`src/sv/pond_pkg.sv`:
```
// ----------------------------------------------------------------------------
// pond_pkg
// shared types, constants and helpers for the 2d octave gradient noise core
// ----------------------------------------------------------------------------
package pond_pkg;

   localparam logic [31:0] MIX_M = 32'h5bd1e995;
   localparam int ACC_W = 32;
   localparam int CONTRIB_W = 24;

   localparam logic [2:0] REG_NOISE_SEED   = 3'd0;
   localparam logic [2:0] REG_BASE_FREQ    = 3'd1;
   localparam logic [2:0] REG_OCTAVE_COUNT = 3'd2;
   localparam logic [2:0] REG_PERSISTENCE  = 3'd3;
   localparam logic [2:0] REG_LACUNARITY   = 3'd4;

   typedef struct packed {
      logic signed [31:0] pos_x;
      logic signed [31:0] pos_y;
   } req_payload_type;

   typedef struct packed {
      logic signed [15:0] noise_sum;
      logic [15:0]        noise_unit;
   } rsp_payload_type;

   typedef struct packed {
      logic [31:0] noise_seed;
      logic [7:0]  base_frequency;
      logic [3:0]  octave_num;
      logic [15:0] persistence_q16;
      logic [15:0] lacunarity_q12;
   } cfg_type;

   typedef struct packed {
      logic [31:0] seed;
      logic [31:0] freq;
      logic [16:0] amp;
   } oct_param_type;

   typedef struct packed {
      logic               valid;
      logic signed [31:0] px;
      logic signed [31:0] py;
      logic [31:0]        seed;
      logic [31:0]        freq;
      logic [16:0]        amp;
      logic               first;
      logic               last;
      logic               null_oct;
   } slot_type;

   typedef struct packed {
      logic                        valid;
      logic signed [CONTRIB_W-1:0] contrib;
      logic                        first;
      logic                        last;
   } part_type;

   typedef enum logic [2:0] {
      TB_IDLE,
      TB_LOAD,
      TB_MUL1,
      TB_MUL2,
      TB_MUL3
   } tb_state_type;

   function automatic logic [31:0] mul_m(input logic [31:0] a);
      logic [63:0] p;
      p = {32'd0, a} * {32'd0, MIX_M};
      return p[31:0];
   endfunction

   function automatic logic signed [18:0] grad_dot(input logic [2:0] g,
                                                   input logic signed [17:0] ox,
                                                   input logic signed [17:0] oy);
      logic signed [18:0] x;
      logic signed [18:0] y;
      logic signed [18:0] r;
      x = {ox[17], ox};
      y = {oy[17], oy};
      case (g)
         3'd0: r = x + y;
         3'd1: r = y - x;
         3'd2: r = x - y;
         3'd3: r = -x - y;
         3'd4: r = x;
         3'd5: r = -x;
         3'd6: r = y;
         default: r = -y;
      endcase
      return r;
   endfunction

endpackage

```
`src/sv/pond_accum.sv`:
```
// ----------------------------------------------------------------------------
// pond_accum
// octave sum, output scaling and two-deep result queue
// ----------------------------------------------------------------------------
module pond_accum import pond_pkg::*; (
   input  logic            clock,
   input  logic            reset,
   input  part_type        part,
   output logic            adv,
   output logic            rsp_valid,
   input  logic            rsp_ready,
   output rsp_payload_type rsp_data
);

   logic signed [ACC_W-1:0] acc_ff, sum_new, res_sum_ff, q, u;
   logic res_v_ff;
   rsp_payload_type fifo_ff [2];
   rsp_payload_type res;
   logic wr_ff, rd_ff;
   logic [1:0] cnt_ff;
   logic push, pop;

   assign adv = (cnt_ff != 2'd2);
   assign sum_new = (part.first ? '0 : acc_ff)
                  + {{(ACC_W-CONTRIB_W){part.contrib[CONTRIB_W-1]}}, part.contrib};
   assign q = res_sum_ff >>> 4;
   assign u = (res_sum_ff + ACC_W'(65536)) >>> 1;

   always_comb begin
      if (q > ACC_W'(32767)) res.noise_sum = 16'sh7FFF;
      else if (q < -ACC_W'(32768)) res.noise_sum = 16'sh8000;
      else res.noise_sum = q[15:0];
      if (u < 0) res.noise_unit = 16'd0;
      else if (u > ACC_W'(65535)) res.noise_unit = 16'hFFFF;
      else res.noise_unit = u[15:0];
   end

   assign push = adv && res_v_ff;
   assign pop = rsp_valid && rsp_ready;
   assign rsp_valid = (cnt_ff != 2'd0);
   assign rsp_data = fifo_ff[rd_ff];

   always_ff @(posedge clock) begin
      if (reset) begin
         res_v_ff <= 1'b0;
         wr_ff    <= 1'b0;
         rd_ff    <= 1'b0;
         cnt_ff   <= 2'd0;
      end else begin
         if (adv) res_v_ff <= part.valid && part.last;
         if (push) wr_ff <= !wr_ff;
         if (pop) rd_ff <= !rd_ff;
         cnt_ff <= cnt_ff + {1'b0, push} - {1'b0, pop};
      end
   end

   always_ff @(posedge clock) begin
      if (adv && part.valid) begin
         acc_ff     <= sum_new;
         res_sum_ff <= sum_new;
      end
      if (push) fifo_ff[wr_ff] <= res;
   end

endmodule

```
`config.mk`:
```
export PLATFORM = sky130hd
export DESIGN_NAME = pond_accum
export DESIGN_NICKNAME = d
export VERILOG_FILES = /design/src/sv/pond_pkg.sv /design/src/sv/pond_accum.sv
export SDC_FILE = /design/constraint.sdc
export NUM_CORES = 1
export LEC_CHECK = 0
export BUFFER_PORTS_ARGS = -buffer_cell sky130_fd_sc_hd__buf_2
export CAP_MARGIN = 20
export CORE_AREA = 2 2 121 112
export DETAILED_ROUTE_END_ITERATION = 6
export DIE_AREA = 0 0 123 114
export PLACE_DENSITY = 0.66
export SETUP_SLACK_MARGIN = 0.1
export SLEW_MARGIN = 15
export SYNTH_ARGS = -nofsm -noshare
export SYNTH_HDL_FRONTEND = slang
export SYNTH_SLANG_ARGS = --single-unit
```
`constraint.sdc`:
```
create_clock -name clock -period 7.3 [get_ports clock]
set_clock_uncertainty 0.05 [all_clocks]
set_input_delay 0.365 -clock clock [delete_from_list [all_inputs] [get_ports clock]]
set_output_delay 0.365 -clock clock [all_outputs]
set_load 0.01 [all_outputs]
```
## After elaboration in Yosys (flattened, before gate mapping)

Memories as Yosys holds them, arrays and structs flattened. A register that Yosys moved wholly into a read port is not among the register bits.
Cells that the tools add are included.

| storage, ports and cells | value |
|---|---|
| flip-flop bits (word level) | 37 |
| memories kept | 1 |
| logic and storage cells | 31 |
| memory bits (writable) | 64 |

Memories:

| memory | depth | bits a word | read ports | clocked after Yosys merged registers in | wr ports | RTL line | source |
|---|---|---|---|---|---|---|---|
| fifo_ff | 2 | 32 | 1 | 1 | 1 | pond_accum.sv:17 | `rsp_payload_type fifo_ff [2];` |

| operators by class | value |
|---|---|
| equal/unequal tests | 1 |
| add/subtract/negate cells | 4 |
| muxes and demuxes | 9 |
| reductions and logical operators | 7 |
| magnitude comparators | 4 |

Operators by type and width:

| operator | count |
|---|---|
| 2-to-1 mux 16 bit | 4 |
| adder 32 x 18 -> 32 bit (second input constant) | 1 |
| adder 32 bit | 1 |
| 2-to-1 mux 32 bit | 1 |
| > comparator 31 x 17 -> 1 bit (second input constant) | 1 |
| less-than comparator 31 x 1 -> 1 bit (second input constant) | 1 |
| > comparator 28 x 16 -> 1 bit (second input constant) | 1 |
| less-than comparator 28 x 16 -> 1 bit (second input constant) | 1 |
| logical AND 1 bit | 4 |
| 2-to-1 mux 1 bit | 4 |
| adder 2 x 1 -> 2 bit | 1 |
| zero test 1 bit | 2 |
| != test 2 bit (second input constant) | 1 |
| nonzero test 2 bit | 1 |
| subtractor 2 x 1 -> 2 bit | 1 |

## Depth between registers and ports, before layout

| logic depth | value |
|---|---|
| depth after elaboration | 4 |
| mapped depth | 12 |
| depth with buffers taken out | 11 |

## Least setup slack after synthesis

Ideal clock, no wire load.

| path | value |
|---|---|
| path type | in2reg |
| from | in part[1] (netlist bit) |
| to | reg res_sum_ff[18] (data pin) |
| cell stages on the path | 10 |
| buffers on the path | 1 |
| arrival | 2.545 ns |
| path slack | 4.447 ns |
| cell sequence | clkbuf_1 nor2b_1 ha_1 nand2_2 or4_4 a21oi_2 nor2_1 or2_1 a311o_1 xnor2_1 |

| on the way | value |
|---|---|
| word-level cells in the longest chain between the ends | 2 |

RTL lines:

| element | RTL line | source |
|---|---|---|
| from (decl) | pond_accum.sv:8 | `input part_type part,` |
| 2-to-1 mux 32 bit | pond_accum.sv:24 | `assign sum_new = (part.first ? '0 : acc_ff)` |
| adder 32 bit | pond_accum.sv:25 | `+ {{(ACC_W-CONTRIB_W){part.contrib[CONTRIB_W-1]}}, part.contrib};` |
| net sum_new[18] | pond_accum.sv:15 | `logic signed [ACC_W-1:0] acc_ff, sum_new, res_sum_ff, q, u;` |
| to (signal assigned) | pond_accum.sv:60 | `res_sum_ff <= sum_new;` |
| to (decl) | pond_accum.sv:15 |  |

The timed path passes the listed nets, and every way through them passes these cells.
A chain may end at the register's enable or synchronous reset.

## Worst setup path after layout

| path | value |
|---|---|
| from | in part[1] (netlist bit) |
| to | reg res_sum_ff[25] (data pin) |

Same word-level chain as after synthesis.

==> impl_results.md <==
- Async set-reset flop share out of synthesis: 0%
- Vias: 4315
- # setup viols final: 0
- CTS max path bufs: 2
- DIE AREA: around 0.014 mm²
- Initial antenna violation count: 0
- Fill cells: between 1000 and 1500
- Clock Power Share: between 20% and 30%
- H-tree Lvls: 3
- Crit. End Element: flip-flop
- IO Count: 64
- Pint: 0.001451 W
- Hold_ws: approximately 0.20 ns
- CTS tree: yes
- Final Critical Period: approximately 3.2 ns
- Core ar.: between 0.01 and 0.015 mm²
- Top delay family on crit path: compound AO/OA/AOI/OAI gates
- Initial DRT Pass Iterations: 5
- Initial DRC Count: roughly 280
- Post-synth EDFFs: 96
- Flop pwr share: between 40% and 50%
- HP Class: in2reg
- Switching Share: 32.70%
- Slew Limit Fails: 0
- Initial Util: 46.42%
- Drc violations: 0
- Net Switching: between 0.0007 and 0.0008 W
- Levels on crit path: 10
- Outcome: complete, no violations
- Max_cap viols: 0
- Worst Setup SP: part[1]
- Synthesized flop and latch total: a little over 100
- Worst vdd ir: 0.1482 mV
- Final wirelength: 13.24 mm
- Hold_buf cts: 0
- Setup TNS: 0 ns
- Final Cycle Share: between 40% and 50%
- Rows: 40
- Dominant synthesized flop cell: edfxtp_1
- CP Capture Point: res_sum_ff[25]
- Worst setup SP type: primary input
- Register area share after synthesis: 50.09%
- Horiz. Die Dim: 123 µm
- R2R setup slack: between 4 and 5 ns
- FF-to-FF Start: res_sum_ff[4]
- Grt ovf: 0
- First-pass GRT wire length: 20.91 mm
- Fin. Hold Viols: 0
- Synth Instances: approximately 530
- Mapped Nets: about 600
- Clk sinks: between 100 and 150
- Placed insts: 747
- Unique masters post-synth: 55
- Largest net degree at the start of global routing: 33
- Crit-path max FO: 32
- Die Y: 114 µm
- PD cells: between 300 and 400 mW/mm²
- Mapped Area: 0.005994 mm²
- Power after layout: ~0.0022 W
- Rel. slew slack: 36.11%
- WHS Path Cells: 2
- Postcts setup bufs: 0
- CP arrival: around 3.2 ns
- Root buffer cell: clkbuf_16
- PortBufs: 63
- Comb pwr share: between 30 and 40%
- Latest clock arrival within the worst-skew pair: 0.34 ns
- Final ANT Viol Nets: 0
- CP Buf/Inv Count: 1
- Critical path class: in2reg
- Fin cells: between 700 and 800
- Clock Pin Slew Worst Setup and Hold Paths: 0.07 ns
- Upper clock frequency limit: about 310 MHz
- P_leak: between 2 and 3 nW
- Layout cell share with drive strength beyond 1: 21.21%
- CP Cell Sequence: buf_2 > nor2b_1 > ha_1 > a21oi_1 > nand2_1 > o2111ai_1 > a31oi_1 > a2111oi_2 > o21ai_0 > o41a_1
- Post-cts sizing count: 0
- N_diodes: 0
- Routability cong.: just under 0.9
- Synth warnings: 0
- Vias in the first global route: about 4100
- Synth-to-layout area growth: 13.96%
- Transition time at the pin with the least slew margin: between 0.9 and 1 ns
- CP Data Required Time: roughly 7.3 ns
- Avg WL per Cell: 17.38 µm
- Vias per Instance: between 5 and 6
- CTS buffer count: 9
- Nets: approximately 660
- Avg Cell Area, Syn: roughly 11 µm²
- Max incr delay on CP: 0.57 ns
- Critical R2R Capture: res_sum_ff[25]
- R2R depth: 9
- Crit-path slowest cell: a2111oi_2
- RSZ-0062 raised after global routing: false
- GR Util All Layers: 19.30%
- Dpl hpwl: 9.245 mm
-- layout by cell type, fill, tap and decap left out, types with 5 or more instances in the layout --
cell	n
clkbuf_16	9
a211oi_1	5
nand2_1	34
a21oi_1	31
buf_4	5
nor2_1	41
o21a_1	19
nor2b_1	34
inv_1	10
dfxtp_1	6
a21o_1	12
xnor2_1	23
o31a_1	16
ha_1	35
nand4_1	8
mux2_2	33
edfxtp_1	96
o21ai_0	21
buf_2	63
xor2_1	12
nand3_1	15
-- logic make-up after synthesis --
logic type / synth area share (%)
adders and majority gates: 7.639
and+or+nand+nor: 13.96
DFF: 50.09
muxes: 6.533
xor gates and xnor gates: 5.114
AOI/OAI and AO/OA: 14.84
buffers and inverters: 1.816
-- state kept, by name, indices dropped and copies added, names as in the netlist, named ones only --
signal,count
cnt_ff,2
fifo_ff,64
rd_ff,1
res_sum_ff,32
res_v_ff,1
wr_ff,1
-- worst register-to-register path, stage by stage (launching register included) --
cell and delay [ns]:
edfxtp_1 0.45, nor2b_1 0.17, ha_1 0.39, a21oi_1 0.23
nand2_1 0.12, o2111ai_1 0.33, a31oi_1 0.31, a2111oi_2 0.57
o21ai_0 0.14, o41a_1 0.12
-- layout make-up --
type | instances | area, µm² | share of cell area (%)
clock inverter | 5 | 106.4 | 1.557
inverter | 10 | 37.54 | 0.5495
multi-input combinational | 399 | 2893 | 42.34
clock buffer | 10 | 229.0 | 3.352
timing repair buffer | 68 | 352.8 | 5.165
sequential | 102 | 3003 | 43.96
tap | 168 | 210.2 | 3.077
-- synthesized netlist by cell type (4+ instances only) --
| cell | instances | area [µm²] |
|---|---|---|
| a211oi_1 | 5 | 37.54 |
| a21o_1 | 12 | 90.09 |
| dfxtp_1 | 6 | 120.1 |
| edfxtp_1 | 96 | 2883 |
| inv_1 | 10 | 37.54 |
| and3_1 | 4 | 25.02 |
| nor2_1 | 42 | 157.7 |
| o21ai_0 | 21 | 105.1 |
| nand2_1 | 34 | 127.6 |
| mux2_2 | 33 | 371.6 |
| nor2b_1 | 34 | 212.7 |
| o31a_1 | 16 | 140.1 |
| nor3_1 | 4 | 20.02 |
| a21oi_1 | 31 | 155.2 |
| a31oi_1 | 4 | 25.02 |
| xor2_1 | 12 | 105.1 |
| xnor2_1 | 23 | 201.4 |
| nand4_1 | 8 | 50.05 |
| o21a_1 | 19 | 142.6 |
| clkbuf_1 | 12 | 45.04 |
| nand3_1 | 15 | 75.07 |
| ha_1 | 35 | 437.9 |
-- routing by layer --
| metal | up-vias | GRT usage (%) | part of all wire, % |
|---|---|---|---|
| li1 | 2113 | - | - |
| met5 | - | 0 | 0 |
| met1 | 2082 | 26.12 | 46 |
| met3 | 10 | 2.700 | 4.2 |
| met2 | 110 | 32.30 | 49 |
| met4 | 0 | 5.682 | 0.98 |
-- worst min-delay path by stage --
stage / start / endpoint / slack, ns
5_1_grt: reset / res_v_ff / 0.22
3_5_place_dp: res_v_ff / res_v_ff / 0.44
2_1_floorplan: reset / res_v_ff / 0.38
6_report: reset / res_v_ff / 0.20
4_1_cts: reset / res_v_ff / 0.19
3_3_place_gp: res_v_ff / res_v_ff / 0.43
-- power groups by stage --
stage	logic (W)	clock network, W	registers (W)
3_5_place_dp	0.000718	0	0.000896
2_1_floorplan	0.000554	0	0.000851
3_3_place_gp	0.000704	0	0.000894
4_1_cts	0.000725	0.000549	0.000885
5_1_grt	0.000806	0.000574	0.000898
6_report	0.000727	0.000543	0.000885
-- stage by stage --
stage / area (µm²) / setup WS (ns) / util [%]
3_3_place_gp: 6496 / 3.922 / 50.31
4_1_cts: 6832 / 4.193 / 52.91
3_5_place_dp: 6496 / 3.860 / 50.31
6_report: 6832 / 4.112 / 52.91
2_1_floorplan: 5995 / 4.447 / -
5_1_grt: 6832 / 3.860 / 52.91
(Power assumes the default switching activity.)
