### src/sv/pond_pkg.sv
// ----------------------------------------------------------------------------
// pond_pkg
// shared types, constants and helpers for the 2d octave gradient noise core
// ----------------------------------------------------------------------------
package pond_pkg;

   localparam logic [31:0] MIX_M = 32'h5bd1e995;
   localparam int ACC_W = 32;
   localparam int CONTRIB_W = 24;

   localparam logic [2:0] REG_NOISE_SEED   = 3'd0;
   localparam logic [2:0] REG_BASE_FREQ    = 3'd1;
   localparam logic [2:0] REG_OCTAVE_COUNT = 3'd2;
   localparam logic [2:0] REG_PERSISTENCE  = 3'd3;
   localparam logic [2:0] REG_LACUNARITY   = 3'd4;

   typedef struct packed {
      logic signed [31:0] pos_x;
      logic signed [31:0] pos_y;
   } req_payload_type;

   typedef struct packed {
      logic signed [15:0] noise_sum;
      logic [15:0]        noise_unit;
   } rsp_payload_type;

   typedef struct packed {
      logic [31:0] noise_seed;
      logic [7:0]  base_frequency;
      logic [3:0]  octave_num;
      logic [15:0] persistence_q16;
      logic [15:0] lacunarity_q12;
   } cfg_type;

   typedef struct packed {
      logic [31:0] seed;
      logic [31:0] freq;
      logic [16:0] amp;
   } oct_param_type;

   typedef struct packed {
      logic               valid;
      logic signed [31:0] px;
      logic signed [31:0] py;
      logic [31:0]        seed;
      logic [31:0]        freq;
      logic [16:0]        amp;
      logic               first;
      logic               last;
      logic               null_oct;
   } slot_type;

   typedef struct packed {
      logic                        valid;
      logic signed [CONTRIB_W-1:0] contrib;
      logic                        first;
      logic                        last;
   } part_type;

   typedef enum logic [2:0] {
      TB_IDLE,
      TB_LOAD,
      TB_MUL1,
      TB_MUL2,
      TB_MUL3
   } tb_state_type;

   function automatic logic [31:0] mul_m(input logic [31:0] a);
      logic [63:0] p;
      p = {32'd0, a} * {32'd0, MIX_M};
      return p[31:0];
   endfunction

   function automatic logic signed [18:0] grad_dot(input logic [2:0] g,
                                                   input logic signed [17:0] ox,
                                                   input logic signed [17:0] oy);
      logic signed [18:0] x;
      logic signed [18:0] y;
      logic signed [18:0] r;
      x = {ox[17], ox};
      y = {oy[17], oy};
      case (g)
         3'd0: r = x + y;
         3'd1: r = y - x;
         3'd2: r = x - y;
         3'd3: r = -x - y;
         3'd4: r = x;
         3'd5: r = -x;
         3'd6: r = y;
         default: r = -y;
      endcase
      return r;
   endfunction

endpackage

### src/sv/pond_front.sv
// ----------------------------------------------------------------------------
// pond_front
// input queue and octave issue, one octave slot per cycle while adv is high
// ----------------------------------------------------------------------------
module pond_front import pond_pkg::*; #(
   parameter int MAX_OCTAVES = 8,
   parameter int KW = (MAX_OCTAVES > 1) ? $clog2(MAX_OCTAVES) : 1
) (
   input  logic            clock,
   input  logic            reset,
   input  logic            req_valid,
   output logic            req_ready,
   input  req_payload_type req_data,
   input  logic [3:0]      octave_num,
   input  logic            table_busy,
   input  logic            adv,
   output logic [KW-1:0]   tab_idx,
   input  oct_param_type   tab_entry,
   output slot_type        slot
);

   typedef struct packed {
      req_payload_type pos;
      logic [KW-1:0]   last_k;
      logic            null_oct;
   } qent_type;

   qent_type q_ff [2];
   logic wr_ff, rd_ff;
   logic [1:0] cnt_ff;
   logic [KW-1:0] k_ff;
   logic [4:0] oc_eff;
   qent_type went, head;
   logic push, pop, issue, is_last;

   assign oc_eff = ({1'b0, octave_num} > 5'(MAX_OCTAVES)) ? 5'(MAX_OCTAVES)
                                                         : {1'b0, octave_num};
   assign went.pos = req_data;
   assign went.null_oct = (octave_num == 4'd0);
   assign went.last_k = (octave_num == 4'd0) ? KW'(0) : KW'(oc_eff - 5'd1);

   assign req_ready = !table_busy && (cnt_ff != 2'd2);
   assign push = req_valid && req_ready;
   assign head = q_ff[rd_ff];
   assign issue = adv && (cnt_ff != 2'd0);
   assign is_last = head.null_oct || (k_ff == head.last_k);
   assign pop = issue && is_last;
   assign tab_idx = k_ff;

   always_comb begin
      slot.valid    = issue;
      slot.px       = head.pos.pos_x;
      slot.py       = head.pos.pos_y;
      slot.seed     = tab_entry.seed;
      slot.freq     = tab_entry.freq;
      slot.amp      = tab_entry.amp;
      slot.first    = (k_ff == KW'(0));
      slot.last     = is_last;
      slot.null_oct = head.null_oct;
   end

   always_ff @(posedge clock) begin
      if (reset) begin
         wr_ff  <= 1'b0;
         rd_ff  <= 1'b0;
         cnt_ff <= 2'd0;
         k_ff   <= '0;
      end else begin
         if (push) wr_ff <= !wr_ff;
         if (pop) rd_ff <= !rd_ff;
         cnt_ff <= cnt_ff + {1'b0, push} - {1'b0, pop};
         if (issue) k_ff <= is_last ? KW'(0) : k_ff + KW'(1);
      end
   end

   always_ff @(posedge clock) begin
      if (push) q_ff[wr_ff] <= went;
   end

endmodule

### config.mk
export PLATFORM = sky130hd
export DESIGN_NAME = pond_front
export DESIGN_NICKNAME = d
export VERILOG_FILES = /design/src/sv/pond_pkg.sv /design/src/sv/pond_front.sv
export SDC_FILE = /design/constraint.sdc
export NUM_CORES = 1
export LEC_CHECK = 0
export BUFFER_PORTS_ARGS = -buffer_cell sky130_fd_sc_hd__clkbuf_2
export CAP_MARGIN = 40
export CELL_PAD_IN_SITES_DETAIL_PLACEMENT = 0
export CELL_PAD_IN_SITES_GLOBAL_PLACEMENT = 1
export CORE_MARGIN = 4
export CORE_UTILIZATION = 36
export DETAILED_ROUTE_END_ITERATION = 8
export GPL_TIMING_DRIVEN = 1
export HOLD_SLACK_MARGIN = 0.03
export PLACE_DENSITY = 0.81
export SYNTH_ARGS = -nofsm -noshare
export SYNTH_HDL_FRONTEND = slang
export SYNTH_SLANG_ARGS = --single-unit
### constraint.sdc
create_clock -name clock -period 4.9 [get_ports clock]
set_input_delay 0.98 -clock clock [delete_from_list [all_inputs] [get_ports clock]]
set_output_delay 0.98 -clock clock [all_outputs]
set_load 0.1 [all_outputs]
-- Word level (Yosys, flattened, before mapping)
Memory sizes are Yosys's and may differ from the RTL's. A register that Yosys moved wholly into a read port is not among the register bits.
Index checks and enable logic that the tools add are counted.
- reduce and logical (&&, ||, !) cells: 11
- order comparisons: 1
- shift-type cells: 0
- bitwise logic cells: 0
- multiplexer cells: 7
- div/mod/pow operators: 0
- add/subtract/negate cells: 4
- eq/ne operators: 2
- multipliers: 0
- operators by type and width (cell ; number):
    2-to-1 mux 3 bit ; 3
    > comparator 4 bit (second input constant) ; 1
    logical AND 1 bit ; 4
    logical NOT 4 bit ; 1
    2-to-1 mux 1 bit ; 4
    adder 3 x 1 -> 3 bit (second input constant) ; 1
    == test 3 bit ; 1
    logical NOT 1 bit ; 3
    logical NOT 3 bit ; 1
    subtractor 3 x 1 -> 3 bit (second input constant) ; 1
    adder 2 x 1 -> 2 bit ; 1
    inequality test 2 bit (second input constant) ; 1
    nonzero test 2 bit ; 1
    subtractor 2 x 1 -> 2 bit ; 1
    logical OR 1 bit ; 1
- bits in latches: 0
- memory bits (writable): 136
- memories: 1
- bits in read-only memories: 0
- input port bits: 154
- register bits after elaboration: 7
- output and inout bits: 153
- word-level logic and storage cells: 30
- memories (name ; words ; width ; read ports ; clocked after Yosys merged registers in ; write ports ; line ; RTL):
    q_ff ; 2 ; 68 ; 1 ; 1 ; 1 ; pond_front.sv:28 ; qent_type q_ff [2];

-- Logic depth before layout (Yosys ltp)
- depth in word-level cells: 5
- mapped depth: 11
- gate-level depth less buffers: 10

-- Worst setup path before layout
OpenSTA, ideal clock, no wires.
- path kind: input -> register
- start point: input port table_busy
- end point: memory q_ff[0][0] (netlist bit) (enable)
- slack: 0.336 ns
- library setup time: 0.495 ns
- cell stages on the path: 3
- required time: 4.405 ns
- data arrival time: 4.070 ns
- buffers on the path: 0
- path through: inv_1 o211ai_1 nor2_1
- cells in the longest elaborated chain, start to end: 5
- RTL lines (what ; line ; RTL):
    start, declared ; pond_front.sv:15 ; input logic table_busy,
    logical NOT 1 bit ; pond_front.sv:42 ; assign req_ready = !table_busy && (cnt_ff != 2'd2);
    logical AND 1 bit ; pond_front.sv:42 ;
    logical AND 1 bit ; pond_front.sv:43 ; assign push = req_valid && req_ready;
    2-to-1 mux 1 bit ; pond_front.sv:77 ; if (push) q_ff[wr_ff] <= went;
    2-to-1 mux 1 bit (not written as such) ; pond_front.sv:77 ;
    end, declared ; pond_front.sv:28 ;
No other way between the ends.

==> impl_metrics.csv <==
group,metric,value,unit
power,cellPowerDensity,676.4,nW/µm²
setup_path,critical_path.max_fanout,47,
timing,setup-violations-final,0,
timing,slew-limit-headroom,0.4993,
setup_path,worst-endpoint-required,3920,ps
floorplan,chipHeight,138.1,µm
logic_synthesis,synth.cell_area,6095,µm²
finish,nNetsFinal,599,
grt,initial_antenna_violation_count,0,
clock_network,clock_sink_count,144,
grt,via_count_of_the_first_global_routing_pass,3376,
detailed_routing,firstDrtPassIters,4,
timing,report.final.hold_viol_count,0,
timing,finalWorstPathRequiredPeriod,3414,ps
grt,overflow,0,
floorplan,core.rowCount,47,
logic_synthesis,ys_ff_latch,144,
clock_network,cts_hold_buffers,0,
placement,placement.setup.worst_slack,1889,ps
logic_synthesis,synth-seq-area-share,0.6964,
logic_synthesis,synth.lib_cells_used.distinct,35,
setup_path,endpoint_kind,"primary output",
detailed_routing,detail_route.wirelength,13720,µm
logic_synthesis,synth_common_cells,"sky130_fd_sc_hd__edfxtp_1 (136), sky130_fd_sc_hd__buf_4 (83), sky130_fd_sc_hd__mux2_2 (64)",
setup_path,critical_path_arrival,2430,ps
clock_network,cts.reportedPaths.clkPinSlew,60,ps
finish,final_cell_count_no_fill,673,
logic_synthesis,synth_top_family_by_area,"multiplexers",
floorplan,floorplan.die_area,19080,µm²
setup_path,critical_path.startpoint_type,"register",
job,maxCapViolations,0,
placement,dp_hpwl,10440,µm
logic_synthesis,synth.top_cells.by_area,"sky130_fd_sc_hd__edfxtp_1 (67%), sky130_fd_sc_hd__mux2_2 (12%), sky130_fd_sc_hd__buf_4 (10%), sky130_fd_sc_hd__dfxtp_1 (2.6%), sky130_fd_sc_hd__ha_1 (1.0%)",
logic_synthesis,synth_xor_xnor_area_share,0.01006,
power,vdd_ir_max,0.3587,mV
min_path,worstHoldPathType,"register to register",
grt,grt_util_all_layers,0.1442,
timing,finalWorstSetupSlack,1486,ps
timing,max_slew.worst_pin.slew,744.2,ps
floorplan,fp.coreArea,16580,µm²
placement,gp_congestion,0.7638,
clock_network,post-cts-setup-buffers,0,
detailed_routing,via_count,3156,
logic_synthesis,compound_gate_fraction_of_synth_area,0.01478,
logic_synthesis,synth-async-reset-ratio,0,
timing,final-max-slew-violation-count,0,
finish,antenna-diode-count,0,
clock_network,postcts_resize_cnt,0,
logic_synthesis,yosys.area.top_type_share,0.6701,
detailed_routing,drtIter0Drc,122,
finish,post_route_cells_drive_above_1_share,0.5541,
timing,final.setup_skew,6.362,ps
placement,io_buffers,144,
clock_network,cts-htree-levels,4,
logic_synthesis,post_synth.cell_area_avg,16.74,µm²
clock_network,cts_tree,"done",
status,outcome,"finished, final reports clean",
logic_synthesis,synth_area_leader_cell,"sky130_fd_sc_hd__edfxtp_1",
clock_network,cts_max_path_bufs,2,
logic_synthesis,synth-warning-count,0,
detailed_routing,vias_per_cell,4.689,
detailed_routing,final_antenna_net_count,0,
logic_synthesis,synth_flop_cell,"sky130_fd_sc_hd__edfxtp_1",
timing,final.setup.tns,0,ps
setup_path,worst-setup-path-type,"register to primary output",
timing,grt_setup_unrepaired,"no",
finish,nFillCells,1521,
power,power.static_leakage,2.623,nW
logic_synthesis,synth_mux_area_frac,0.1291,
clock_network,num_cts_buffers,17,
logic_synthesis,synth-edff-count,136,
finish,flow.area_growth_from_synthesis,16.30,%
detailed_routing,residual_drc_count,0,
detailed_routing,wl_per_cell,20.38,µm
clock_network,clock_tree.root_cell,"sky130_fd_sc_hd__clkbuf_16",
logic_synthesis,synth_most_common_cell,"sky130_fd_sc_hd__edfxtp_1",
logic_synthesis,adder_cell_share_of_the_synthesized_area,0.01026,
timing,fin_crit_sh,0.6968,
floorplan,die_outline_width,138.1,µm
logic_synthesis,syn-instance-count,364,
timing,fmaxAchievable,0.2929,GHz
grt,pin_count_of_the_biggest_net_entering_global_routing,48,
logic_synthesis,synth_simple_gate_area_share,0.02361,
logic_synthesis,mappedNetlistNets,523,
placement,placedCellCount,641,
floorplan,start_util,0.3675,
finish,finish.utilization,0.4274,
grt,grt_pass1_wl,20780,µm
clock_network,insertion_delay,410,ps
floorplan,num_io_pins,307,
## cell usage in the layout, fill, tap and decap left out, types with 2 or more instances in the layout
cell type	instances
sky130_fd_sc_hd__edfxtp_1	136
sky130_fd_sc_hd__o21a_1	2
sky130_fd_sc_hd__nor4_1	2
sky130_fd_sc_hd__o32ai_1	2
sky130_fd_sc_hd__clkinvlp_4	4
sky130_fd_sc_hd__buf_16	2
sky130_fd_sc_hd__xnor2_1	7
sky130_fd_sc_hd__inv_1	8
sky130_fd_sc_hd__dfxtp_1	7
sky130_fd_sc_hd__inv_6	6
sky130_fd_sc_hd__o211ai_1	3
sky130_fd_sc_hd__clkbuf_16	17
sky130_fd_sc_hd__o21ai_0	2
sky130_fd_sc_hd__mux2_2	64
sky130_fd_sc_hd__nor2_1	4
sky130_fd_sc_hd__nand3_1	2
sky130_fd_sc_hd__ha_1	5
sky130_fd_sc_hd__clkbuf_2	144
sky130_fd_sc_hd__nor2_4	2
sky130_fd_sc_hd__inv_8	2
sky130_fd_sc_hd__nand2_1	2
sky130_fd_sc_hd__or4_1	2
sky130_fd_sc_hd__nor2b_1	4
sky130_fd_sc_hd__buf_12	2
sky130_fd_sc_hd__mux2i_1	3
## through the flow
| stage | total power, W | instance area (µm²) | hold WS, ps |
|---|---|---|---|
| finish | 0.004794 | 7088 | 596.7 |
| global route | 0.004988 | 7088 | 611.3 |
| CTS | 0.004865 | 7088 | 597.5 |
| detailed placement | 0.003653 | 6540 | 588.2 |
| global placement | 0.003630 | 6485 | 559.8 |
| floorplan | 0.003673 | 6095 | 521.5 |
## critical path: stages, from the launching register on
cell and delay (ps):
sky130_fd_sc_hd__dfxtp_4 580, sky130_fd_sc_hd__buf_4 580, sky130_fd_sc_hd__mux2_2 420, sky130_fd_sc_hd__clkbuf_2 370
## power by group
group / switching [W] / internal [W] / total (W) / leakage (nW)
clock network: 0.000525 / 0.000660 / 0.00118 / 0.259
registers: 0.0000685 / 0.00145 / 0.00152 / 1.31
logic: 0.00168 / 0.000406 / 0.00209 / 1.05
## state kept, by name (all words and copies together), names as in the netlist, named ones only
name / count
q_ff: 136
wr_ff: 1
rd_ff: 1
cnt_ff: 2
tab_idx: 3
## cell type report
class                   instances  area (µm²)  area share
inverters                       9       33.78    0.004766
clock inverters                15       122.6     0.01730
clock buffers                  17       425.4     0.06002
multi-input cells             119        1160      0.1636
well taps                     220       275.3     0.03883
flip-flops and latches        144        4248      0.5993
repair buffers                149       823.3      0.1162
## cells by family (layout without fill, tap and decap cells)
group / after synthesis / after routing
xor gates and xnor gates: 7 / 7
buffers and inverters: 101 / 190
adders and majority gates: 5 / 5
AOI/OAI and AO/OA: 13 / 13
muxes: 69 / 69
DFF: 144 / 144
and+or+nand+nor: 25 / 25
## per-layer routing
| layer | routed length, µm | vias up | GRT usage |
|---|---|---|---|
| met2 | 7162 | 227 | 0.2418 |
| li1 | - | 1419 | - |
| met5 | 0 | - | 0.007519 |
| met3 | 2094 | 24 | 0.1077 |
| met1 | 4260 | 1486 | 0.1359 |
| met4 | 201 | 0 | 0.04888 |
## final timing paths
check             slack [ps]       start    endpoint  cells after the start
setup / recovery        1490    register    slot[99]                      3
hold / removal           600  tab_idx[1]  tab_idx[1]                      2
setup reg to reg        2480    register   cnt_ff[1]                     10
hold reg to reg          600  tab_idx[1]  tab_idx[1]                      2
Note: power is estimated with default switching activity, not from simulation.
