$ cat src/sv/pond_pkg.sv
// ----------------------------------------------------------------------------
// pond_pkg
// shared types, constants and helpers for the 2d octave gradient noise core
// ----------------------------------------------------------------------------
package pond_pkg;

   localparam logic [31:0] MIX_M = 32'h5bd1e995;
   localparam int ACC_W = 32;
   localparam int CONTRIB_W = 24;

   localparam logic [2:0] REG_NOISE_SEED   = 3'd0;
   localparam logic [2:0] REG_BASE_FREQ    = 3'd1;
   localparam logic [2:0] REG_OCTAVE_COUNT = 3'd2;
   localparam logic [2:0] REG_PERSISTENCE  = 3'd3;
   localparam logic [2:0] REG_LACUNARITY   = 3'd4;

   typedef struct packed {
      logic signed [31:0] pos_x;
      logic signed [31:0] pos_y;
   } req_payload_type;

   typedef struct packed {
      logic signed [15:0] noise_sum;
      logic [15:0]        noise_unit;
   } rsp_payload_type;

   typedef struct packed {
      logic [31:0] noise_seed;
      logic [7:0]  base_frequency;
      logic [3:0]  octave_num;
      logic [15:0] persistence_q16;
      logic [15:0] lacunarity_q12;
   } cfg_type;

   typedef struct packed {
      logic [31:0] seed;
      logic [31:0] freq;
      logic [16:0] amp;
   } oct_param_type;

   typedef struct packed {
      logic               valid;
      logic signed [31:0] px;
      logic signed [31:0] py;
      logic [31:0]        seed;
      logic [31:0]        freq;
      logic [16:0]        amp;
      logic               first;
      logic               last;
      logic               null_oct;
   } slot_type;

   typedef struct packed {
      logic                        valid;
      logic signed [CONTRIB_W-1:0] contrib;
      logic                        first;
      logic                        last;
   } part_type;

   typedef enum logic [2:0] {
      TB_IDLE,
      TB_LOAD,
      TB_MUL1,
      TB_MUL2,
      TB_MUL3
   } tb_state_type;

   function automatic logic [31:0] mul_m(input logic [31:0] a);
      logic [63:0] p;
      p = {32'd0, a} * {32'd0, MIX_M};
      return p[31:0];
   endfunction

   function automatic logic signed [18:0] grad_dot(input logic [2:0] g,
                                                   input logic signed [17:0] ox,
                                                   input logic signed [17:0] oy);
      logic signed [18:0] x;
      logic signed [18:0] y;
      logic signed [18:0] r;
      x = {ox[17], ox};
      y = {oy[17], oy};
      case (g)
         3'd0: r = x + y;
         3'd1: r = y - x;
         3'd2: r = x - y;
         3'd3: r = -x - y;
         3'd4: r = x;
         3'd5: r = -x;
         3'd6: r = y;
         default: r = -y;
      endcase
      return r;
   endfunction

endpackage

$ cat src/sv/pond_octave_table.sv
// ----------------------------------------------------------------------------
// pond_octave_table
// per-octave seed, frequency and amplitude, rebuilt after reset and each write
// ----------------------------------------------------------------------------
module pond_octave_table import pond_pkg::*; #(
   parameter int MAX_OCTAVES = 8,
   parameter int KW = (MAX_OCTAVES > 1) ? $clog2(MAX_OCTAVES) : 1
) (
   input  logic          clock,
   input  logic          reset,
   input  cfg_type       cfg,
   input  logic          rebuild,
   input  logic [KW-1:0] rd_idx,
   output oct_param_type rd_entry,
   output logic          busy
);

   tb_state_type state_ff, state_in;
   oct_param_type tab_ff [MAX_OCTAVES];
   logic [31:0] seed_ff, k_ff, freq_ff;
   logic [16:0] amp_ff;
   logic [KW-1:0] idx_ff;
   logic [31:0] k2, h1, h2, new_seed;
   logic [47:0] nf;
   logic [32:0] na;
   logic [31:0] freq_in;
   logic tab_we;

   assign k2 = mul_m(k_ff ^ (k_ff >> 24));
   assign h1 = k_ff ^ (k_ff >> 13);
   assign h2 = mul_m(h1);
   assign new_seed = h2 ^ (h2 >> 15);
   assign nf = {16'd0, freq_ff} * {32'd0, cfg.lacunarity_q12};
   assign na = {16'd0, amp_ff} * {17'd0, cfg.persistence_q16};
   assign freq_in = (nf[47:44] != 4'd0) ? 32'hFFFF_FFFF : nf[43:12];

   always_comb begin
      state_in = state_ff;
      unique case (state_ff)
         TB_IDLE: state_in = TB_IDLE;
         TB_LOAD: state_in = TB_MUL1;
         TB_MUL1: state_in = TB_MUL2;
         TB_MUL2: state_in = TB_MUL3;
         TB_MUL3: state_in = (idx_ff == KW'(MAX_OCTAVES - 1)) ? TB_IDLE : TB_MUL1;
         default: state_in = TB_LOAD;
      endcase
      // a write restarts the rebuild from the top
      if (rebuild) state_in = TB_LOAD;
   end

   always_comb begin
      busy = 1'b1;
      tab_we = 1'b0;
      unique case (state_ff)
         TB_IDLE: busy = 1'b0;
         TB_MUL3: tab_we = 1'b1;
         default: busy = 1'b1;
      endcase
   end

   always_ff @(posedge clock) begin
      if (reset) begin
         state_ff <= TB_LOAD;
      end else begin
         state_ff <= state_in;
      end
   end

   always_ff @(posedge clock) begin
      unique case (state_ff)
         TB_LOAD: begin
            seed_ff <= cfg.noise_seed;
            freq_ff <= {12'd0, cfg.base_frequency, 12'd0};
            amp_ff  <= 17'h10000;
            idx_ff  <= '0;
         end
         TB_MUL1: k_ff <= mul_m(seed_ff);
         TB_MUL2: k_ff <= k2;
         TB_MUL3: begin
            seed_ff <= new_seed;
            freq_ff <= freq_in;
            amp_ff  <= na[32:16];
            idx_ff  <= idx_ff + KW'(1);
         end
         default: ;
      endcase
      if (tab_we) begin
         tab_ff[idx_ff] <= '{seed: new_seed, freq: freq_ff, amp: amp_ff};
      end
   end

   assign rd_entry = tab_ff[rd_idx];

endmodule

$ cat config.mk
export PLATFORM = sky130hd
export DESIGN_NAME = pond_octave_table
export DESIGN_NICKNAME = d
export VERILOG_FILES = /design/src/sv/pond_pkg.sv /design/src/sv/pond_octave_table.sv
export SDC_FILE = /design/constraint.sdc
export NUM_CORES = 2
export LEC_CHECK = 0
export BUFFER_PORTS_ARGS = -buffer_cell sky130_fd_sc_hd__buf_2
export CORE_MARGIN = 2
export CORE_UTILIZATION = 60
export CTS_CLUSTER_DIAMETER = 120
export CTS_CLUSTER_SIZE = 16
export DETAILED_ROUTE_END_ITERATION = 16
export HOLD_SLACK_MARGIN = 0.02
export PLACE_DENSITY = 0.78
export SYNTH_ARGS = -nofsm -noshare
export SYNTH_HDL_FRONTEND = slang
export SYNTH_SLANG_ARGS = --single-unit
$ cat constraint.sdc
create_clock -name clock -period 12.19 [get_ports clock]
set_input_delay 1.219 -clock clock [delete_from_list [all_inputs] [get_ports clock]]
set_output_delay 1.219 -clock clock [all_outputs]
set_load 0.02 [all_outputs]
=== After elaboration in Yosys (flattened, before gate mapping) ===
Memory sizes are Yosys's and may differ from the RTL's.
Index checks and enable logic that the tools add are counted.

* Output and inout bits: 82
* Flip-flop bits (word level): 119
* RAM bits: 648
* Memories: 1

* Eq/ne operators: 5
* Bitwise operators: 3
* Multiplexer cells: 12
* $mul: 5
* Reduce and logical (&&, ||, !) cells: 5
* Add/subtract/negate cells: 1

{| class="wikitable"
|+ Memory list
! memory !! depth !! width !! read ports !! clocked after memory_dff !! wr ports !! RTL line !! text
|-
| tab_ff || 8 || 81 || 1 || 0 || 1 || pond_octave_table.sv:19 || <nowiki>oct_param_type tab_ff [MAX_OCTAVES];</nowiki>
|}

{| class="wikitable"
|+ Operators with widths
! operator !! number
|-
| $pmux 32 s2 || 3
|-
| $mul 32x31->32 const B || 3
|-
| $mul 32x16->48 || 1
|-
| $pmux 17 s2 || 1
|-
| $mul 17x16->33 || 1
|-
| $mux 32 || 1
|-
| $xor 32x17->32 || 1
|-
| $xor 32x19->32 || 1
|-
| $xor 32x8->32 || 1
|-
| $pmux 3 s5 || 1
|-
| $eq 3x2->1 const B || 2
|-
| $eq 3x3->1 const B || 2
|-
| $pmux 3 s2 || 1
|-
| $mux 1 || 4
|-
| $reduce_bool 2->1 || 2
|-
| $reduce_bool 4->1 || 1
|-
| $add 3x1->3 const B || 1
|-
| $eq 3x1->1 const B || 1
|-
| $logic_not 3->1 || 1
|-
| $mux 2 || 1
|-
| $reduce_or 2->1 || 1
|}

=== Depth between registers and ports, before layout ===
* Depth after elaboration: 4
* Mapped depth: 26
* Mapped depth without buffers: 26

=== Worst setup path before layout ===
Ideal clock, no wire load.

* Kind: register to register
* From: register state_ff[2]
* To: memory tab_ff[4][0] in the netlist's numbering, enable pin
* Arrival time: 9222 ps
* Library setup time: 748 ps
* Required time: 11442 ps
* Period minus slack after synthesis: 9970 ps
* Buffers on the path: 2
* Path slack: 2220 ps
* Cell stages (with the launch flop): 5
* Path through: dfxtp_1 clkbuf_1 nand2_1 clkbuf_1 nor4b_1

* Word-level cells in the longest chain between the ends: 4

{| class="wikitable"
|+ RTL lines
! what !! RTL line !! text
|-
| from (decl) || pond_octave_table.sv:18 || <nowiki>tb_state_type state_ff, state_in;</nowiki>
|-
| from (signal assigned) || pond_octave_table.sv:65 || <nowiki>state_ff <= state_in;</nowiki>
|-
| $eq 3x3->1 || pond_octave_table.sv:54 || <nowiki>unique case (state_ff)</nowiki>
|-
| $mux 1 || pond_octave_table.sv:54 ||
|-
| $mux 1 || pond_octave_table.sv:87 || <nowiki>if (tab_we) begin</nowiki>
|-
| $mux 1 (implied by the code) || pond_octave_table.sv:88 || <nowiki>tab_ff[idx_ff] <= '{seed: new_seed, freq: freq_ff, amp: amp_ff};</nowiki>
|-
| to (decl) || pond_octave_table.sv:19 ||
|}

Every way passes these cells.

=== Worst setup path after layout ===
* From: register k_ff[17]
* To: register seed_ff[13] (data pin)

* Word-level cells in the longest chain between the ends: 4

{| class="wikitable"
|+ RTL lines
! what !! RTL line !! text
|-
| from (decl) || pond_octave_table.sv:20 || <nowiki>logic [31:0] seed_ff, k_ff, freq_ff;</nowiki>
|-
| from (signal assigned) || pond_octave_table.sv:77 || <nowiki>TB_MUL1: k_ff <= mul_m(seed_ff);</nowiki>
|-
| from (signal assigned) || pond_octave_table.sv:78 || <nowiki>TB_MUL2: k_ff <= k2;</nowiki>
|-
| $xor 32x19->32 || pond_octave_table.sv:30 || <nowiki>assign h1 = k_ff ^ (k_ff >> 13);</nowiki>
|-
| $mul 32x31->32 || pond_pkg.sv:70 || <nowiki>p = {32'd0, a} * {32'd0, MIX_M};</nowiki>
|-
| via h2[28] || pond_octave_table.sv:23 || <nowiki>logic [31:0] k2, h1, h2, new_seed;</nowiki>
|-
| $xor 32x17->32 || pond_octave_table.sv:32 || <nowiki>assign new_seed = h2 ^ (h2 >> 15);</nowiki>
|-
| via new_seed[13] || pond_octave_table.sv:23 ||
|-
| $pmux 32 s2 || pond_octave_table.sv:70 || <nowiki>unique case (state_ff)</nowiki>
|-
| to (signal assigned) || pond_octave_table.sv:72 || <nowiki>seed_ff <= cfg.noise_seed;</nowiki>
|-
| to (signal assigned) || pond_octave_table.sv:80 || <nowiki>seed_ff <= new_seed;</nowiki>
|-
| to (decl) || pond_octave_table.sv:20 ||
|}

The timed path passes the listed nets, and every way through them passes these cells.
A chain may end at the register's enable or synchronous reset.

==> results.py <==
metrics = {
    "outcome": {
        "status": "completed",
    },
    "synthesis": {
        "netlist_area_sq_um": 79100,
        "async_flop_share_pct": 0,
        "yosysTopAreaCellShare_pct": 29.5,
        "synth_fp_nets": 8798,
        "synth_top_area_cell": "fa_1",
        "synth_area_leaders": "fa_1 30%, edfxtp_1 29%, ha_1 13%",
        "yosys_warnings": 0,
        "synth_edf_count": 764,
        "syn_avg_cell_area_sq_um": 11.8,
        "ys.flop_type": "edfxtp_1",
        "yosysSeqAreaShare_pct": 29.1,
        "ys_seq_elements": 767,
        "synth_cell_types": 84,
        "synthCells": 6698,
    },
    "final_layout": {
        "syn_to_final_growth_pct": 5.65,
        "drive_gt1_share_pct": 8.76,
        "nets": 8894,
        "diodes": 0,
    },
    "floorplanning": {
        "die_area_sq_um": 135000,
        "core_sq_um": 131000,
        "die-width_um": 367,
        "initial_core_util_pct": 60.3,
        "pin_count": 164,
        "die_h_um": 367,
        "num_rows": 133,
    },
    "timing": {
        "slew_headroom_pct": 17.7,
        "final.setup_skew_ns": 0.0380,
        "clock.fmax_ghz": 0.112,
        "drv_slew": 0,
        "min_period_ns": 8.93,
        "finalCritPeriodShare_pct": 73.3,
        "setup_tns_ns": 0,
        "setup-violations-final": 0,
        "hold_violations": 0,
        "timing.hold.ws_ns": 0.655,
        "rsz0062_at_grt": "false",
        "worst_pin_slew_ns": 1.23,
    },
    "grt": {
        "antenna_found_initial": 4,
        "gr-usage-all-layers_pct": 29.2,
        "grt_pass1_wl_um": 302000,
        "grt_max_degree": 92,
        "grt_pass1_vias": 54100,
        "grt.overflow.total": 0,
    },
    "setup_path": {
        "end_kind": "flop",
        "crit_arrival_ns": 9.34,
        "start_kind": "flop",
        "crit_fanout": 10,
        "rr_worst_depth": 22,
        "cp.required_ns": 12.60,
        "crit_type": "reg2reg",
    },
    "cts": {
        "worstSkewPairLatency_ns": 0.68,
        "clock_sinks": 767,
        "clockRootBuffer": "clkbuf_16",
        "post-cts-setup-buffers": 0,
        "cts_repair_resize_count": 0,
        "h-tree-depth": 2,
        "clockBufferDepth": 3,
        "postCtsHoldBufs": 0,
        "path_clk_slew_ns": 0.07,
        "cts_tree": "built",
        "cts_buffers": 57,
    },
    "routing": {
        "ant_nets": 0,
        "drt_iter0_drc": 3846,
        "wl_per_cell_um": 22.2,
        "vias_per_cell": 5.76,
        "drtPass1Iterations": 5,
        "drc": 0,
        "wl_um": 190000,
        "vias": 49300,
    },
    "hold_path": {
        "hold_class": "reg2reg",
        "hold_depth": 2,
    },
    "placed_design": {
        "place_hpwl_um": 138000,
        "gp_congestion": 0.937,
        "io_buffers": 159,
    },
    "job": {
        "maxCapViolCount": 0,
    },
}
cell usage after synthesis, drive strengths merged, types with 13 or more instances:
| cell | count |
|---|---|
| nand2 | 606 |
| o21a | 22 |
| fa | 1167 |
| a211oi | 13 |
| xnor2 | 168 |
| ha | 851 |
| buf | 27 |
| o21bai | 16 |
| and3 | 18 |
| xor2 | 86 |
| a21o | 53 |
| a21oi | 121 |
| and2 | 324 |
| nand3 | 15 |
| nor2b | 14 |
| nand2b | 17 |
| mux4 | 162 |
| edfxtp | 764 |
| clkbuf | 162 |
| nor3 | 22 |
| a31oi | 15 |
| o21ai | 82 |
| nor2 | 91 |
| inv | 1661 |
| mux2 | 93 |
sequential cells by signal, indices dropped and copies added (netlist names):
| register | cells |
|---|---|
| idx_ff | 3 |
| k_ff | 32 |
| tab_ff | 648 |
| freq_ff | 32 |
| seed_ff | 32 |
| amp_ff | 17 |
| state_ff | 3 |
cell usage in the layout, fill, tap and decap left out, types with 20 or more instances in the layout:
cell type  netlist  routed
a21o_1          53      53
o21ai_0         76      76
buf_2            0     156
nand2_1        606     604
nor3_1          22      20
xor2_1          86      82
nor2_1          90      88
o21a_1          21      21
mux2_2          93      93
buf_4            2      67
and2_1         324     323
clkbuf_16        0      57
inv_1         1661    1661
fa_1          1167    1167
a21oi_1        118     118
edfxtp_1       764     764
ha_1           851     851
mux4_2         162     162
xnor2_1        167     166
cell type report:
class | count | area [sq um]
clock buffer | 58 | 1430
clock inverter | 9 | 131
fill | 9867 | 47600
inverter | 1661 | 6230
multi-input combinational | 4081 | 49200
sequential | 767 | 23000
tap | 1755 | 2200
timing repair buffer | 226 | 1330
worst paths after layout:
path,startpoint,to,slack (ns)
hold / removal,state_ff[1],state_ff[1],0.65
hold reg to reg,state_ff[1],state_ff[1],0.65
setup reg to reg,k_ff[17],seed_ff[13],3.26
setup / recovery,k_ff[17],seed_ff[13],3.26
stage by stage:
stage / area [sq um] / util, % / worst slack, ns / cells
2_1_floorplan: 79100 / - / 2.22 / 6698
3_3_place_gp: 82000 / 62.5 / 3.50 / 8489
3_5_place_dp: 82000 / 62.5 / 3.30 / 8489
4_1_cts: 83500 / 63.7 / 3.29 / 8556
5_1_grt: 83600 / 63.7 / 3.03 / 8557
6_report: 83600 / 63.7 / 3.26 / 8557
critical path: stages (launching register included):
cell and delay, ns:
edfxtp_1 0.79, xor2_1 0.96, ha_1 0.45, ha_1 0.31
inv_1 0.06, fa_1 0.53, inv_1 0.05, fa_1 0.50
inv_1 0.05, fa_1 0.52, inv_1 0.05, fa_1 0.45
fa_1 0.54, fa_1 0.43, ha_1 0.39, nand3_1 0.14
or3_1 0.39, o311ai_1 0.39, nand2_1 0.12, xnor2_1 0.78
xnor2_1 0.44, nand2_1 0.24, nand2_1 0.07
kinds of logic (layout without fill, tap and decap cells):
kind of cell	count (synthesis)	in the layout	synth area share [%]
AO/OA/AOI/OAI	400	400	3.39
XOR/XNOR	254	254	2.82
adder cells (fa/ha/maj)	2018	2018	43.0
buffers and inverters	1850	1954	8.80
flip-flops	767	767	29.1
multiplexers	261	261	6.01
AND/OR/NAND/NOR	1148	1148	6.89
routing by layer:
metal / up-vias / wire length [um] / global-route usage [%]
li1: 21400 / - / -
met1: 25400 / 75600 / 39.2
met2: 2024 / 91300 / 48.4
met3: 471 / 15200 / 4.81
met4: 2 / 7650 / 10.1
met5: - / 7 / 0
Power is left out: the tool's default activity adds up to more than one toggle a clock period on the data nets, which glitch-free logic cannot reach.
